--- src/rtt_divider.sv ---
// rtt_divider: restoring divider, one quotient bit per cycle
// quotient must fit in QW bits (num < den << QW); depends on nothing
module rtt_divider
#(
    parameter int NUM_W = 55,
    parameter int DEN_W = 40,
    parameter int QW    = 15
)
(
    input  logic             clk,
    input  logic             rst_n,
    input  logic             start,
    input  logic [NUM_W-1:0] num,
    input  logic [DEN_W-1:0] den,
    output logic             done,
    output logic [QW-1:0]    quotient
);

    localparam int CW = (QW > 1) ? $clog2(QW) : 1;

    logic [NUM_W-1:0] rem_reg;
    logic [NUM_W-1:0] rem_next;
    logic [NUM_W-1:0] dsh_reg;
    logic [NUM_W-1:0] dsh_next;
    logic [QW-1:0]    q_reg;
    logic [QW-1:0]    q_next;
    logic [CW-1:0]    cnt_reg;
    logic [CW-1:0]    cnt_next;
    logic             busy_reg;
    logic             busy_next;
    logic             done_reg;
    logic             done_next;
    logic             fits;

    assign done     = done_reg;
    assign quotient = q_reg;
    assign fits     = (rem_reg >= dsh_reg);

    // one trial subtract per cycle, divisor walks right
    always_comb
    begin
        rem_next  = rem_reg;
        dsh_next  = dsh_reg;
        q_next    = q_reg;
        cnt_next  = cnt_reg;
        busy_next = busy_reg;
        done_next = 1'b0;
        if (start)
        begin
            rem_next  = num;
            dsh_next  = NUM_W'(den) << (QW - 1);
            q_next    = '0;
            cnt_next  = '0;
            busy_next = 1'b1;
        end
        else if (busy_reg)
        begin
            if (fits)
            begin
                rem_next = rem_reg - dsh_reg;
            end
            q_next   = {q_reg[QW-2:0], fits};
            dsh_next = dsh_reg >> 1;
            cnt_next = cnt_reg + 1'b1;
            if (cnt_reg == CW'(QW - 1))
            begin
                busy_next = 1'b0;
                done_next = 1'b1;
            end
        end
    end

    always_ff @(posedge clk or negedge rst_n)
    begin
        if (!rst_n)
        begin
            busy_reg <= 1'b0;
            done_reg <= 1'b0;
            cnt_reg  <= '0;
        end
        else
        begin
            busy_reg <= busy_next;
            done_reg <= done_next;
            cnt_reg  <= cnt_next;
        end
    end

    always_ff @(posedge clk)
    begin
        rem_reg <= rem_next;
        dsh_reg <= dsh_next;
        q_reg   <= q_next;
    end

endmodule

--- config.mk ---
export PLATFORM = sky130hd
export DESIGN_NAME = rtt_divider
export DESIGN_NICKNAME = d
export VERILOG_FILES = /design/src/rtt_divider.sv
export SDC_FILE = /design/constraint.sdc
export NUM_CORES = 1
export LEC_CHECK = 0
export ABC_AREA = 1
export BUFFER_PORTS_ARGS = -buffer_cell sky130_fd_sc_hd__buf_2
export CORE_UTILIZATION = 39
export CTS_BUF_LIST = sky130_fd_sc_hd__clkbuf_8
export CTS_CLUSTER_SIZE = 25
export DETAILED_ROUTE_END_ITERATION = 12
export SYNTH_ARGS = -nofsm -noshare
export SYNTH_HDL_FRONTEND = slang
export SYNTH_SLANG_ARGS = --single-unit
--- constraint.sdc ---
create_clock -name clk -period 4.1 [get_ports clk]
set_clock_uncertainty 0.15 [all_clocks]
set_input_delay 0.615 -clock clk [delete_from_list [all_inputs] [get_ports clk]]
set_output_delay 0.615 -clock clk [all_outputs]
set_load 0.02 [all_outputs]
== Word level (Yosys, flattened, before mapping) ==
Index checks and enable logic that the tools add are counted.

* Register bits: 130
* Bits of input ports: 98
* Output and inout bits: 16
* Logic and storage cells: 27

* Add/sub/neg operators: 2
* Magnitude comparators: 1
* Eq/ne operators: 1
* Mux-type cells: 13
* Reductions and logical operators: 3

{| class="wikitable"
|+ Operator list
! kind !! number
|-
| two-way mux 55 bit || 3
|-
| two-way mux 54 bit || 2
|-
| >= comparator 55 x 54 -> 1 bit || 1
|-
| subtractor 55 x 54 -> 55 bit || 1
|-
| two-way mux 4 bit || 2
|-
| two-way mux 1 bit || 6
|-
| adder 4 x 1 -> 4 bit (second input constant) || 1
|-
| equality test 4 bit (second input constant) || 1
|-
| nonzero test 2 bit || 2
|-
| AND reduction 2 bit || 1
|}

== Depth between registers and ports, before layout ==
Gate-level depths: netlist of run 1.

* Depth after elaboration: 4
* Mapped depth: 15
* Depth with buffers taken out: 15

== Least setup slack after synthesis of run 1 ==
Ideal clock, no wire load.

* Kind: register to register
* From: register rem_reg[50]
* To: register rem_reg[0], enable pin
* Library setup time: 0.414 ns
* Data arrival time: 2.710 ns
* Required time: 3.536 ns
* Path slack: 0.826 ns
* Cell stages (with the launch flop): 10
* Buffers on the path: 0
* Clock period less this slack: 3.274 ns
* Cell sequence: edfxtp_1 > ha_1 > nand2_1 > inv_1 > nand2_1 > nor4_1 > nand3_1 > nand3_1 > nand2_1 > nand2_1

* Word-level cells in the longest chain between the ends: 3

{| class="wikitable"
|+ Ends and longest elaborated chain
! item !! RTL line !! text
|-
| from (decl) || 21 || <nowiki>logic [NUM_W-1:0] rem_reg;</nowiki>
|-
| from (signal assigned) || 91 || <nowiki>rem_reg <= rem_next;</nowiki>
|-
| >= comparator 55 x 54 -> 1 bit || 37 || <nowiki>assign fits = (rem_reg >= dsh_reg);</nowiki>
|-
| nonzero test 2 bit (no source line) || n/a ||
|-
| AND reduction 2 bit (no source line) || n/a ||
|}

Every way passes these cells.
A chain may end at the register's enable or synchronous reset.

== Final worst setup path of run 1 ==
* From: register dsh_reg[49]
* To: register rem_reg[14], enable pin

* Word-level cells in the longest chain between the ends: 3

{| class="wikitable"
|+ Ends and longest elaborated chain
! item !! RTL line !! text
|-
| from (decl) || 23 || <nowiki>logic [NUM_W-1:0] dsh_reg;</nowiki>
|-
| from (signal assigned) || 92 || <nowiki>dsh_reg <= dsh_next;</nowiki>
|-
| >= comparator 55 x 54 -> 1 bit || 37 ||
|-
| nonzero test 2 bit (no source line) || n/a ||
|-
| AND reduction 2 bit (no source line) || n/a ||
|}

Every way passes these cells.

==> results of run 1 <==
[kinds of logic (layout without fill, tap and decap cells)]
group,count (synthesis),in the layout,share of synthesized area [%]
xor gates and xnor gates,16,16,1.35
DFF,130,130,34.6
buffers and inverters,386,513,14.0
and+or+nand+nor,883,883,35.8
AOI/OAI and AO/OA,142,142,7.33
adders and majority gates,57,57,6.95
[area by class of cell]
type,count,area (sq um)
Multi-Input combinational cell,1098,5330
Clock buffer,17,234
Clock inverter,15,181
Sequential cell,130,3580
Fill cell,2829,14300
Timing Repair Buffer,121,643
Tap cell,335,419
Inverter,360,1350
[power breakdown]
part           switching [mW]  total [mW]  internal (mW)
sequential              0.110        1.98           1.87
combinational            3.47        5.08           1.61
clock                   0.722        1.19          0.471
total                    4.30        8.25           3.95
[path summary, 6_finish.rpt]
check	from	to	slack (ns)	cells after the start
worst max-delay path	dsh_reg[49]	rem_reg[14]	1.16	11
worst min-delay path	den[39]	dsh_reg[53]	0.23	3
worst max register to register	dsh_reg[49]	rem_reg[14]	1.16	11
worst min register to register	quotient[0]	quotient[0]	0.32	2
max in group asynchronous	rst_n	cnt_reg[3]	3.33	2
min in group asynchronous	rst_n	cnt_reg[0]	0.32	2
[critical path, stage by stage, from the launching register on]
cell	delay, ns
edfxtp_1	0.33
inv_1	0.05
ha_1	0.39
nand2_1	0.13
inv_1	0.10
nand2_1	0.12
nor4_1	0.47
nand3_1	0.14
nand3_1	0.14
nand2_1	0.07
nand2_2	0.07
buf_4	0.41
[per-layer routing]
layer  GRT usage [%]  vias up  wire [um]
li1                -     5188          -
met1            33.4     4371      15500
met2            37.4      249      13200
met3            3.99       44       1780
met4            7.38        0        654
met5               0        -          0
[cells in the mapped netlist]
| cell | instances | area share [%] |
|---|---|---|
| or2_1 | 1 | 0.060 |
| dfrtp_1 | 6 | 1.4 |
| inv_1 | 353 | 13 |
| o22ai_1 | 25 | 1.5 |
| o21ai_1 | 5 | 0.24 |
| nor3_4 | 1 | 0.16 |
| a21boi_0 | 1 | 0.072 |
| o21ai_0 | 61 | 2.9 |
| o21bai_1 | 3 | 0.22 |
| or2_2 | 8 | 0.48 |
| edfxtp_1 | 95 | 28 |
| nor2_1 | 73 | 2.6 |
| nand2_1 | 634 | 23 |
| nand3_2 | 6 | 0.58 |
| dfxtp_1 | 29 | 5.6 |
| nor3_2 | 5 | 0.48 |
| nand4_1 | 10 | 0.60 |
| and3_1 | 1 | 0.060 |
| a21o_1 | 1 | 0.072 |
| clkinv_1 | 3 | 0.11 |
| a21oi_1 | 44 | 2.1 |
| clkbuf_1 | 21 | 0.76 |
| nor2_4 | 5 | 0.54 |
| inv_2 | 4 | 0.14 |
| xor2_1 | 6 | 0.51 |
| nand2_2 | 15 | 0.91 |
| nor3_1 | 11 | 0.53 |
| xnor2_1 | 10 | 0.85 |
| and2_1 | 1 | 0.060 |
| or2_0 | 1 | 0.060 |
| nor4_1 | 1 | 0.060 |
| o211ai_1 | 2 | 0.14 |
| fa_1 | 1 | 0.19 |
| nand3_1 | 90 | 4.3 |
| buf_1 | 1 | 0.036 |
| nor2_2 | 20 | 1.2 |
| buf_2 | 4 | 0.19 |
| ha_1 | 56 | 6.8 |
[cells in the final DEF (no fill, tap or decap), types with 6 or more instances in the layout]
cell | netlist | final
xor2_1 | 6 | 6
nand2_2 | 15 | 16
buf_2 | 4 | 112
dfrtp_1 | 6 | 6
o21ai_0 | 61 | 61
nor2_1 | 73 | 73
inv_1 | 353 | 352
nand2_1 | 634 | 633
inv_2 | 4 | 6
dfxtp_1 | 29 | 29
nand4_1 | 10 | 10
nand3_1 | 90 | 90
nand3_2 | 6 | 6
or2_2 | 8 | 8
a21oi_1 | 44 | 44
edfxtp_1 | 95 | 95
ha_1 | 56 | 56
o22ai_1 | 25 | 25
xnor2_1 | 10 | 10
nor3_1 | 11 | 11
nor2_2 | 20 | 20
clkbuf_8 | 0 | 17
buf_4 | 0 | 7
[timing repair]
action / 4_1_cts / 5_1_grt
endpoints found under the setup margin: 0 / 0
endpoints found under the hold margin: 6 / 0
hold buffers: 1 / 0
==> results_dict.tcl, run 1 <==
set metrics [dict create \
    cts.clk_slew.worst_paths_ns 0.10 \
    io_buffer_count 113 \
    place_inst 2043 \
    grt_pass1_wl_um 49100 \
    ant_nets 0 \
    cts_max_path_buffers 2 \
    wl_per_cell_um 15.0 \
    vias 9852 \
    hpwl_um 24500 \
    grt_pass1_vias 9396 \
    cp_data_arrival_time_ns 2.94 \
    cts_tree "built" \
    cts-root-buf "clkbuf_8" \
    fin_crit_sh_pct 71.8 \
    vdd_drop_max_mv 0.236 \
    drtIter0Drc 583 \
    cts_buffers 17 \
    fin_area_sq_mm 0.0117 \
    grtUsageTotal_pct 23.9 \
    core_area_sq_mm 0.0261 \
    power_density_mw_per_mm2 702 \
    clkSinkCount 130 \
    synth_area_per_cell_sq_um 6.42 \
    htreeDepth 4 \
    slew_viol_final 0 \
    rows 59 \
    dr.pass1.iters 5 \
    setup_tns_ns 0 \
    die_area_sq_mm 0.0272 \
    initial_core_util_pct 39.8 \
    whs_ns 0.233 \
    grt_max_degree 71 \
    critical_path_class "reg2reg" \
    fmax_mhz 340 \
    end_kind "flip-flop" \
    syn-instance-count 1614 \
    largest_reg_flops 55 \
    gp_routability_congestion 0.973 \
    ys_ff_latch 130 \
    antenna_found_initial 0 \
    cts_setup_buffers 0 \
    worst_setup_path_start_kind "flip-flop" \
    post-route-drc-count 0 \
    hold_viol_final 0 \
    status "finished, final reports clean" \
    worst_slew_pin_slew_ns 0.912 \
    area_growth_pct 13.3 \
    synth_cell_type_count 38 \
    relSlewSlack_pct 39.2 \
    wirelength_um 31100 \
    power_mw 8.25 \
    rsz0062_at_grt "false" \
    gr-total-overflow 0 \
    place_area_sq_mm 0.0113 \
    vias_per_cell 4.75 \
    nets 1883 \
    cap_violations 0 \
    die_x_um 165 \
    synth_nets 1769 \
    setup_ws_ns 1.16 \
    postLayoutCoreUtil_pct 45.1 \
    p_leak_nw 6.37 \
    worst-path-max-fanout 29 \
    clk_latency_ns 0.50 \
    pre_cts_slack_ns 1.22 \
    cp.required_ns 4.09 \
    ys_warn_count 0 \
    netlist_area_sq_mm 0.0104 \
    ys_seq_area_share_pct 34.6 \
    setup_violations 0 \
    layout_min_cycle_time_ns 2.94 \
    die_h_um 165 \
    drive_gt1_share_pct 12.6 \
    hp-class "in2reg" \
    diodes 0 \
    cts.repair.resized 0 \
    layout.cells.non_filler 2076 \
    ioPinCount 114 \
]
No activity file was read; power rests on OpenSTA's default activity.
==> run 2, diff against run 1 <==
Clock period 4.1 ns to 2.9 ns, I/O delays scaled along.
==> run 2 against run 1 <==
  * Flip-flop and latch count did not move
  * Register-to-register slack got worse by 1.1 ns
  * Combinational power rose by 48%
  * Sequential share of layout area fell by 0.80 points
  * Routed wire length rose by 3.7%
  * Critical endpoint is now rem_reg[5]
  * Largest power group unchanged
==> results_dict.tcl, run 2 (synthesized netlist as in run 1, its figures left out) <==
set metrics [dict create \
    wl_per_cell_um 15.4 \
    cap_violations 0 \
    drtIter0Drc 733 \
    antenna_found_initial 0 \
    timing.critical_path.cells "inv_1 -> ha_1 -> nand2_2 -> nor2_4 -> inv_2 -> nor2_2 -> nand2_1 -> nor2_1 -> nand4_1 -> nand3_2 -> nand2_2 -> nand2_8 -> buf_4 -> clkbuf_16" \
    clkSinkCount 130 \
    grtUsageTotal_pct 24.1 \
    core_area_sq_mm 0.0261 \
    min_path_cells 3 \
    post-route-drc-count 0 \
    hp-class "in2reg" \
    grt_pass1_wl_um 49600 \
    worst_setup_path_start_kind "flip-flop" \
    critical_path_class "reg2reg" \
    cts_tree "built" \
    gp_routability_congestion 0.968 \
    setup_violations 0 \
    clk_latency_ns 0.48 \
    cts_buffers 17 \
    gr-total-overflow 0 \
    hp-start "num[11]" \
    vias_per_cell 4.73 \
    reg2reg_to "rem_reg[5]" \
    largest_reg_flops 55 \
    vdd_drop_max_mv 0.331 \
    worst-path-max-fanout 9 \
    end_kind "flip-flop" \
    cpMaxStageDelayCell "ha_1" \
    vias 9889 \
    nets 1898 \
    wirelength_um 32300 \
    grt_max_degree 58 \
    r2r-start "dsh_reg[34]" \
    initial_core_util_pct 39.8 \
    cts-root-buf "clkbuf_8" \
    worst_slew_pin_slew_ns 0.534 \
    p_leak_nw 6.50 \
    hpwl_um 25500 \
    setup_tns_ns 0 \
    cp.required_ns 2.95 \
    cp_data_arrival_time_ns 2.87 \
    layout_min_cycle_time_ns 2.82 \
    final_common_cell "nand2_1" \
    diodes 0 \
    whs_ns 0.0674 \
    worstRegToRegCells 14 \
    die_x_um 165 \
    cts.clk_slew.worst_paths_ns 0.11 \
    grt_pass1_vias 9400 \
    hold_end "rem_reg[11]" \
    relSlewSlack_pct 64.4 \
    hold_viol_final 0 \
    dr.pass1.iters 5 \
    die_h_um 165 \
    htreeDepth 4 \
    ant_nets 0 \
    crit_path_frequent_cell "nand2_2" \
    io_buffer_count 113 \
    ioPinCount 114 \
    power_density_mw_per_mm2 1000 \
    fmax_mhz 355 \
    layout_common_cells "nand2_1 (630), inv_1 (352), buf_2 (112)" \
    rows 59 \
    die_area_sq_mm 0.0272 \
    r2r_slack_ns 0.08 \
    slowest_delay_ns 0.38 \
    cts_max_path_buffers 2 \
    fin_crit_sh_pct 97.2 \
    area_growth_pct 16.3 \
    slew_viol_final 0 \
    drive_gt1_share_pct 14.0 \
    status "finished, final reports clean" \
]
==> run 2: through the flow <==
step / setup WS, ns / utilization [%] / cell area [sq um] / instances / power (mW)
floorplan: 0.147 / - / 10400 / 1614 / 7.99
global placement: 0.206 / 43.8 / 11400 / 2050 / 9.99
detailed placement: 0.143 / 43.8 / 11400 / 2050 / 10.0
CTS: 0.114 / 45.4 / 11800 / 2083 / 11.8
global route: -0.0903 / 46.3 / 12100 / 2091 / 13.3
finish: 0.0799 / 46.3 / 12100 / 2091 / 12.1
==> run 2: final cells by class <==
class	instances	area, sq um
well taps	335	419
clock buffers	17	234
inverters	360	1350
flip-flops and latches	130	3580
multi-input cells	1098	5430
clock inverters	15	190
repair buffers	136	850
fillers	2784	14000
==> run 2: metal layers <==
layer / track usage [%] / vias up / share of wire (%)
li1: - / 5216 / -
met1: 35.0 / 4397 / 50
met2: 37.5 / 245 / 44
met3: 2.86 / 31 / 4.9
met4: 6.34 / 0 / 1.8
met5: 0 / - / 0
==> run 2: power by group <==
| part | leakage [nW] | internal, mW | switching [mW] |
|---|---|---|---|
| Sequential | 1.33 | 2.64 | 0.173 |
| Clock | 0.218 | 0.812 | 0.952 |
| Combinational | 4.95 | 2.50 | 5.03 |
| Total | 6.50 | 5.94 | 6.16 |
==> run 2: what timing repair did <==
item / 4_1_cts / 5_1_grt
hold endpoints to repair: 6 / 0
hold buffers: 1 / 0
setup endpoints to repair: 0 / 53
gates resized for setup: 0 / 16
setup buffers: 0 / 4
==> run 2: worst max path at each step <==
stage | startpoint | end | slack, ns
2_1_floorplan | rem_reg[50] | rem_reg[0] | 0.15
6_report | dsh_reg[34] | rem_reg[5] | 0.08
5_1_grt | rem_reg[39] | rem_reg[2] | -0.09
4_1_cts | rem_reg[39] | rem_reg[44] | 0.11
3_5_place_dp | rem_reg[39] | rem_reg[39] | 0.14
3_3_place_gp | rem_reg[18] | rem_reg[20] | 0.21
==> run 2: critical path, delay by kind of cell, from the launching register on <==
kind | cells | cell delay [ns]
buf+inv | 4 | 0.49
fa+ha+maj | 1 | 0.38
simple gates | 9 | 1.16
flops | 1 | 0.35
