## config.mk

```make
export PLATFORM = sky130hd
export DESIGN_NAME = rtt_cfg
export DESIGN_NICKNAME = d
export VERILOG_FILES = /design/src/rtt_pkg.sv /design/src/rtt_cfg.sv
export SDC_FILE = /design/constraint.sdc
export NUM_CORES = 1
export LEC_CHECK = 0
export BUFFER_PORTS_ARGS = -buffer_cell sky130_fd_sc_hd__clkbuf_2
export CAP_MARGIN = 20
export CORE_ASPECT_RATIO = 1.75
export CORE_UTILIZATION = 40
export DETAILED_ROUTE_END_ITERATION = 16
export HOLD_SLACK_MARGIN = 0.12
export PLACE_DENSITY_LB_ADDON = 0.08
export SLEW_MARGIN = 10
export SYNTH_ARGS = -nofsm -noshare
export SYNTH_HDL_FRONTEND = slang
export SYNTH_SLANG_ARGS = --single-unit
```

## constraint.sdc

```tcl
create_clock -name clk -period 1.9 [get_ports clk]
set_clock_uncertainty 0.1 [all_clocks]
set_input_delay 0.285 -clock clk [delete_from_list [all_inputs] [get_ports clk]]
set_output_delay 0.285 -clock clk [all_outputs]
set_load 0.005 [all_outputs]
```

## src/rtt_pkg.sv

```systemverilog
// rtt_pkg: shared constants, types and register codes of the rsi threshold trader
// used by rtt_cfg and rsi_threshold_trader_core
// no dependencies
package rtt_pkg;

    // default ring depth and field widths
    localparam int MAX_WINDOW_DEF = 256;
    localparam int PRICE_W        = 32;
    localparam int CHANGE_W       = PRICE_W + 1;
    localparam int RSI_W          = 15;
    localparam int POS_W          = 16;
    localparam int MONEY_W        = 64;
    localparam int WL_W           = 9;
    localparam int LIMIT_W        = 15;
    localparam int LEVEL_W        = 15;
    localparam int EW             = WL_W + 1;
    localparam int APB_AW         = 4;
    localparam int APB_DW         = 32;
    localparam int TDATA_W        = 168;

    // rsi full scale: 100 percent in q7.8
    localparam logic [RSI_W-1:0] RSI_FULL_SCALE = 15'd25600;

    // register reset values
    localparam logic [WL_W-1:0]    WL_RESET    = 9'd14;
    localparam logic [LIMIT_W-1:0] LIMIT_RESET = 15'd5;
    localparam logic [LEVEL_W-1:0] OB_RESET    = 15'd17920;
    localparam logic [LEVEL_W-1:0] OS_RESET    = 15'd7680;

    // trade codes on the result stream
    typedef enum logic [1:0] {
        ACT_HOLD = 2'd0,
        ACT_BUY  = 2'd1,
        ACT_SELL = 2'd2
    } action_t;

    // register index, byte address / 4
    typedef enum logic [1:0] {
        REG_WINDOW_LENGTH    = 2'd0,
        REG_POSITION_LIMIT   = 2'd1,
        REG_OVERBOUGHT_LEVEL = 2'd2,
        REG_OVERSOLD_LEVEL   = 2'd3
    } reg_index_t;

    // configuration seen by the datapath
    typedef struct packed {
        logic [WL_W-1:0]    window_length;
        logic [LIMIT_W-1:0] position_limit;
        logic [LEVEL_W-1:0] overbought_level;
        logic [LEVEL_W-1:0] oversold_level;
    } cfg_regs_t;

endpackage

```

## src/rtt_cfg.sv

```systemverilog
// rtt_cfg: apb register bank for window length, position limit and rsi levels
// depends on rtt_pkg; signals a window restart on a window length write
module rtt_cfg
    import rtt_pkg::*;
(
    input  logic              clk,
    input  logic              rst_n,
    input  logic              psel,
    input  logic              penable,
    input  logic              pwrite,
    input  logic [APB_AW-1:0] paddr,
    input  logic [APB_DW-1:0] pwdata,
    output logic [APB_DW-1:0] prdata,
    output logic              pready,
    output cfg_regs_t         cfg,
    output logic              restart
);

    cfg_regs_t  cfg_reg;
    cfg_regs_t  cfg_next;
    reg_index_t index;
    logic       wr_en;

    assign pready  = 1'b1;
    assign wr_en   = psel & penable & pwrite;
    assign index   = reg_index_t'(paddr[APB_AW-1:2]);
    assign cfg     = cfg_reg;
    assign restart = wr_en && (index == REG_WINDOW_LENGTH);

    // register write decode
    always_comb
    begin
        cfg_next = cfg_reg;
        if (wr_en)
        begin
            case (index)
                REG_WINDOW_LENGTH:    cfg_next.window_length    = pwdata[WL_W-1:0];
                REG_POSITION_LIMIT:   cfg_next.position_limit   = pwdata[LIMIT_W-1:0];
                REG_OVERBOUGHT_LEVEL: cfg_next.overbought_level = pwdata[LEVEL_W-1:0];
                REG_OVERSOLD_LEVEL:   cfg_next.oversold_level   = pwdata[LEVEL_W-1:0];
                default:              cfg_next = cfg_reg;
            endcase
        end
    end

    // read mux
    always_comb
    begin
        case (index)
            REG_WINDOW_LENGTH:    prdata = APB_DW'(cfg_reg.window_length);
            REG_POSITION_LIMIT:   prdata = APB_DW'(cfg_reg.position_limit);
            REG_OVERBOUGHT_LEVEL: prdata = APB_DW'(cfg_reg.overbought_level);
            REG_OVERSOLD_LEVEL:   prdata = APB_DW'(cfg_reg.oversold_level);
            default:              prdata = '0;
        endcase
    end

    always_ff @(posedge clk or negedge rst_n)
    begin
        if (!rst_n)
        begin
            cfg_reg.window_length    <= WL_RESET;
            cfg_reg.position_limit   <= LIMIT_RESET;
            cfg_reg.overbought_level <= OB_RESET;
            cfg_reg.oversold_level   <= OS_RESET;
        end
        else
        begin
            cfg_reg <= cfg_next;
        end
    end

endmodule

```

=== Word level (Yosys, flattened, before mapping) ===
Cells that the tools add are included.

* Shifts and indexed selects: 0
* $add $sub $neg: 0
* $lt $le $gt $ge: 0
* Bitwise operators: 2
* Multiply operators: 0
* Multiplexer cells: 1
* Equal/unequal tests: 3
* Reductions and logical operators: 6
* Divide/modulo/power cells: 0

{| class="wikitable"
|+ Operator list
! kind !! count
|-
| one-hot mux 32 bit (4 select lines) || 1
|-
| AND reduction 2 bit || 4
|-
| equality test 2 bit (second input constant) || 2
|-
| bitwise AND 1 bit || 2
|-
| equality test 2 x 1 -> 1 bit (second input constant) || 1
|-
| zero test 2 bit || 1
|-
| logical AND 1 bit || 1
|}

* Word-level logic and storage cells: 16
* Bits in read-only memories: 0
* Memory bits (writable): 0
* Memories: 0
* Flip-flop bits (word level): 54
* Input bits: 41
* Output and inout bits: 88
* Bits in latches: 0

=== Longest topological paths before layout ===
Gate-level depths: netlist (run 1).

* Word-level depth: 3
* Depth in mapped cells: 6
* Depth with buffers taken out: 3

=== Worst setup path before layout (run 1) ===
No wires, ideal clock.

* Path kind: input to register
* Start: in paddr[3]
* End: reg cfg_reg, in the netlist cfg[31]
* Arrival: 1.369 ns
* Stages: 5
* Slack: 0.306 ns
* Path through: buf_4 or3_1 buf_6 buf_12 mux2_4

* Longest elaborated chain between the ends: 2

{| class="wikitable"
|+ Ends and longest elaborated chain
! what !! RTL line !! text
|-
| start, declared || rtt_cfg.sv:11 || <nowiki>input logic [APB_AW-1:0] paddr,</nowiki>
|-
| equality test 2 x 1 -> 1 bit || rtt_cfg.sv:36 || <nowiki>case (index)</nowiki>
|-
| AND reduction 2 bit (no line) || -- ||
|-
| end signal, assigned || rtt_cfg.sv:69 || <nowiki>cfg_reg <= cfg_next;</nowiki>
|-
| end, declared || rtt_cfg.sv:19 || <nowiki>cfg_regs_t cfg_reg;</nowiki>
|}

Every way passes these cells.
A chain may end at the register's enable or synchronous reset.

=== Final worst setup path (run 1) ===
* Start: in paddr[2]
* End: out prdata[1]

* Longest elaborated chain between the ends: 2
* Elaborated cells on any way between the ends: 5
* Those cells by class: eq/ne (3); mux (1); reduce/logical (1)

{| class="wikitable"
|+ Ends and longest elaborated chain
! what !! RTL line !! text
|-
| equality test 2 bit (tied with other cells) || rtt_cfg.sv:49 || <nowiki>case (index)</nowiki>
|-
| one-hot mux 32 bit (4 select lines) * || rtt_cfg.sv:49 ||
|-
| end, declared || rtt_cfg.sv:13 || <nowiki>output logic [APB_DW-1:0] prdata,</nowiki>
|}

Mark *: on every way between the ends. The rest lies on a longest branch, timed or not. The select of a mux whose other input is x is not followed.

==> flow_summary_export.csv, run 1 <==
group,metric,value,unit
drt,wl,5.665,mm
setup_path,crit_path_frequent_cell,"clkbuf_2",
setup_path,arrival,1400,ps
clocking,cts_tree,"done",
clocking,clkTransAtPathRegs,90,ps
logic_synthesis,syn_avg_cell_area,15.78,µm²
job,drv_cap,0,
cells_and_area,final_util,0.5191,
drt,drt-initial-drc-count,31,
setup_path,r2r-start,"cfg[45]",
floorplan,fp.dieW,63.18,µm
drt,drcViolationCount,0,
clocking,clk_latency,300,ps
timing,setup_tns,0,ps
floorplan,pin_count,129,
power,powerDensity,1003,mW/mm²
placement,place_congestion,0.7304,
setup_path,crit_buf_inv,3,
drt,vias,1698,
logic_synthesis,synth_top_cell_by_area,"dfrtp_1",
setup_path,startpoint,"paddr[2]",
logic_synthesis,syn_area,0.002620,mm²
setup_path,cp.required,1510,ps
clocking,cts-root-buf,"clkbuf_8",
floorplan,die_area,0.006891,mm²
timing,finalSetupViolations,0,
setup_path,ff2ff_path_depth,1,
timing,fmax,0.5616,GHz
timing,grt_setup_unrepaired,"no",
global_routing,antenna_found_initial,0,
setup_path,r2r_setup_slack,1000,ps
drt,wl_per_cell,16.23,µm
floorplan,core_area,0.006276,mm²
logic_synthesis,ys_warn_count,0,
timing,finalMaxSlewViolations,0,
floorplan,start_util,0.4175,
cells_and_area,largest_reg_flops,54,
cells_and_area,fin_nets,309,
worst_hold_path,hold_path.class,"in2reg",
placement,hpwl,4.177,mm
logic_synthesis,yosysSeqAreaShare,0.5215,
logic_synthesis,ys.flop_type,"dfrtp_1",
setup_path,path_class,"in2out",
power,power_leakage,0.001642,µW
logic_synthesis,yosysMostFrequentCell,"mux2_2",
status,status,"complete, no violations",
cells_and_area,finalNonFillerCells,349,
logic_synthesis,yosysUniqueCellTypes,20,
logic_synthesis,ys_top_cells_by_area,"dfrtp_1, mux2_2, dfstp_2",
setup_path,endpoint_kind,"output port",
setup_path,worstPathCellList,"clkbuf_2, buf_4, mux4_1, clkbuf_2",
power,irDropWorstVdd,0.5609,mV
drt,viasPerCell,4.865,
cells_and_area,antenna_cells,0,
timing,hold_violations,0,
global_routing,grt_pass1_vias,1593,
clocking,clock-sinks,54,
setup_path,cpLargestDelayFamily,"buffers and inverters",
clocking,cts_buffers,5,
floorplan,die_h,109.1,µm
power,power,3267,µW
timing,period_needed,1781,ps
setup_path,cp.depth,4,
setup_path,cp-start-kind,"input pin",
logic_synthesis,synth_commonest_cells,"mux2_2, dfrtp_1, buf_4",
setup_path,cpMaxStageDelayCell,"mux4_1",
cells_and_area,syn_to_final_growth,24.36,%
setup_path,path_max_fanout,8,
placement,portBuffers,91,
setup_path,worst_path_largest_cell_delay,540,ps
cells_and_area,drive_above_1_share,0.7212,
global_routing,grt_usage,0.1747,
logic_synthesis,synth_top_area_share,0.4011,
logic_synthesis,synth_seq_cells,54,
placement,dp_cells,340,
logic_synthesis,ys_async_sr_fraction,1.000,
global_routing,grt_overflow,0,
clocking,clk_path_buf_depth,2,
clocking,h-tree-depth,2,
timing,final.period_utilization,0.9372,
floorplan,core.rowCount,38,
drt,drt_first_pass_iters,3,
setup_path,crit_path_end,"prdata[1]",
global_routing,grt_max_degree,43,
timing,whs,148.2,ps
logic_synthesis,synth-edff-count,0,
logic_synthesis,synthCells,166,
setup_path,r2r-end,"cfg[45]",
drt,ant_nets,0,
global_routing,grt_pass1_wl,8.990,mm
clocking,cts_setup_buffers,0,
[final cells by class]
class,instances,area (µm²)
multi-input combinational,100,1097
sequential,54,1366
timing repair buffer,106,595.6
clock buffer,6,82.58
clock inverter,2,12.51
inverter,1,3.754
tap,80,100.1
fill,591,3018
[cell usage in the layout, fill, tap and decap left out]
cell           instances
clkbuf_2              91
mux2_2                50
dfrtp_1               42
conb_1                18
dfstp_2               12
buf_4                 12
mux2_4                10
a22o_1                 6
clkbuf_8               6
mux4_2                 5
mux4_1                 4
nor2_2                 2
buf_12                 2
inv_2                  1
nand3_1                1
nor3_2                 1
or3_1                  1
nand4_1                1
or2_1                  1
clkinv_2               1
clkinvlp_4             1
dlygate4sd3_1          1
[power breakdown]
group,internal (µW),switching [µW]
clock network,294,374
logic,595,330
registers,1460,212
total,2350,916
[logic make-up after synthesis]
kind of cell           synth area share
and+or+nand+nor                 0.01576
DFF                              0.5215
buffers and inverters           0.08452
AOI/OAI and AO/OA               0.02006
muxes                            0.3553
other                          0.002866
[per-layer routing]
metal,vias up,wire [µm],global-route usage
met4,0,78,0.05844
li1,770,-,-
met3,6,272,0.02824
met5,-,0,0
met1,855,2538,0.2366
met2,67,2776,0.2842
[repair_timing]
item                                    4_1_cts  5_1_grt
hold buffers                                  1        0
endpoints found under the setup margin        0        4
hold endpoints to repair                     12        0
gates resized for setup                       0        1
[metrics by stage]
stage	setup slack [ps]	cell area [µm²]
3_5_place_dp	93.58	3151
4_1_cts	91.28	3256
5_1_grt	67.94	3258
3_3_place_gp	108.1	3151
2_1_floorplan	306.1	2680
6_report	119.3	3258
[how the worst min path moves through the flow]
stage / from / cells past startpoint / to
finish: pwdata[12] / 2 / cfg[12]
global route: pwdata[8] / 2 / cfg[38]
CTS: pwdata[14] / 2 / cfg[44]
detailed placement: rst_n / 1 / cfg[34]
global placement: rst_n / 1 / cfg[34]
floorplan: rst_n / 0 / cfg[0]
(Power assumes the default switching activity.)
==> run 2: changes to the inputs <==
--- a/config.mk
+++ b/config.mk
@@ -8,10 +8,12 @@
 export BUFFER_PORTS_ARGS = -buffer_cell sky130_fd_sc_hd__clkbuf_2
 export CAP_MARGIN = 20
 export CORE_ASPECT_RATIO = 1.75
-export CORE_UTILIZATION = 40
+export CORE_UTILIZATION = 46
 export DETAILED_ROUTE_END_ITERATION = 16
+export GPL_TIMING_DRIVEN = 0
 export HOLD_SLACK_MARGIN = 0.12
 export PLACE_DENSITY_LB_ADDON = 0.08
+export RECOVER_POWER = 50
 export SLEW_MARGIN = 10
 export SYNTH_ARGS = -nofsm -noshare
 export SYNTH_HDL_FRONTEND = slang
==> run 2 against run 1 <==
  * Final cell count increased by 2.0%
  * First-iteration DRC count shrank 16%
  * Combinational power down 1%
  * Register-to-register slack is essentially flat
==> flow_summary_export.csv, run 2 (synthesis gave the netlist of run 1 again) <==
group,metric,value,unit
status,status,"complete, no violations",
clocking,cts_buffers,5,
cells_and_area,antenna_cells,0,
clocking,cts_setup_buffers,0,
global_routing,grt_pass1_vias,1587,
drt,viasPerCell,4.803,
cells_and_area,syn_to_final_growth,25.69,%
worst_hold_path,hold_path.class,"in2reg",
floorplan,die_area,0.006013,mm²
drt,drt_first_pass_iters,6,
power,power,3222,µW
drt,wl,5.309,mm
clocking,clk_latency,310,ps
setup_path,cp-start-kind,"input pin",
cells_and_area,finalNonFillerCells,356,
cells_and_area,largest_reg_flops,54,
clocking,clkTransAtPathRegs,90,ps
power,power_leakage,0.001633,µW
clocking,cts_tree,"done",
timing,maxSlewHeadroom,0.2122,
global_routing,grt_usage,0.1835,
clocking,clock-sinks,54,
timing,whs,129.4,ps
setup_path,arrival,1450,ps
placement,hpwl,3.741,mm
drt,wl_per_cell,14.91,µm
timing,fin_ws,62.94,ps
floorplan,core_area,0.005540,mm²
setup_path,path_class,"in2out",
floorplan,fp.dieW,59.05,µm
timing,period_needed,1837,ps
global_routing,grt_overflow,0,
setup_path,cp.required,1510,ps
drt,drcViolationCount,0,
timing,finalSetupViolations,0,
cells_and_area,fin_nets,320,
placement,place_congestion,0.7082,
placement,portBuffers,89,
job,drv_cap,0,
power,irDropWorstVdd,0.6882,mV
timing,tightestPinTransition,1182,ps
floorplan,die_h,101.8,µm
setup_path,endpoint_kind,"output port",
global_routing,grt_pass1_wl,8.086,mm
floorplan,core.rowCount,36,
clocking,clk_path_buf_depth,2,
timing,final.period_utilization,0.9669,
placement,dp_slack,-87.45,ps
cells_and_area,drive_above_1_share,0.6429,
clocking,h-tree-depth,2,
timing,fmax,0.5443,GHz
drt,vias,1710,
power,powerDensity,978.4,mW/mm²
timing,setup_tns,0,ps
drt,ant_nets,0,
drt,drt-initial-drc-count,26,
timing,hold_violations,0,
timing,finalMaxSlewViolations,0,
floorplan,pin_count,129,
global_routing,antenna_found_initial,0,
timing,grt_setup_unrepaired,"no",
clocking,cts-root-buf,"clkbuf_8",
placement,dp_cells,347,
cells_and_area,layout_common_cells,"clkbuf_2, mux2_2, dfrtp_1, clkbuf_1, buf_4",
cells_and_area,layout_commonest_cell,"clkbuf_2",
floorplan,start_util,0.4729,
setup_path,path_max_fanout,10,
global_routing,grt_max_degree,55,
run 2: report_power, final:
part | total (µW) | switching (µW) | internal, µW
Combinational | 915 | 332 | 583
Clock | 645 | 385 | 260
Sequential | 1660 | 201 | 1460
Total | 3220 | 918 | 2300
run 2: stage by stage:
step / utilization / area [µm²]
3_5_place_dp: 0.5818 / 3223
3_3_place_gp: 0.5813 / 3221
6_report: 0.5944 / 3293
2_1_floorplan: - / 2680
4_1_cts: 0.5998 / 3323
5_1_grt: 0.5944 / 3293
run 2: path summary, 6_finish.rpt:
kind,startpoint,end,slack [ps],depth (start not counted)
max in group asynchronous,rst_n,cfg[23],330,2
worst min register to register,cfg[17],cfg[17],430,1
worst max-delay path,paddr[2],prdata[6],60,4
worst max register to register,cfg[13],cfg[13],1000,1
worst min-delay path,pwdata[11],cfg[41],130,2
min in group asynchronous,rst_n,cfg[45],630,2
run 2: repair_timing:
item / 4_1_cts / 5_1_grt
endpoints found under the setup margin: 0 / 5
hold buffers: 1 / 0
endpoints found under the hold margin: 42 / 0
gates resized for setup: 0 / 3
run 2: critical path, stage by stage:
cell,delay (ps)
buf_6,140
buf_2,340
mux4_2,560
clkbuf_2,130
run 2: cell type report:
| type | instances | area [µm²] |
|---|---|---|
| buffer | 27 | 210.2 |
| clock buffer | 5 | 68.82 |
| clock inverter | 3 | 21.27 |
| fill | 517 | 2247 |
| inverter | 1 | 3.754 |
| multi-input combinational | 100 | 1099 |
| sequential | 54 | 1366 |
| tap | 76 | 95.09 |
| timing repair buffer | 90 | 429.2 |
run 2: routing by layer:
metal  up-vias  wire length, µm  track usage  share of wire
met2        64             2737       0.3024           0.52
met4         0               73      0.06593          0.014
met5         -                0            0              0
met1       848             2239       0.2390           0.42
met3         6              259      0.03544          0.049
li1        792                -            -              -
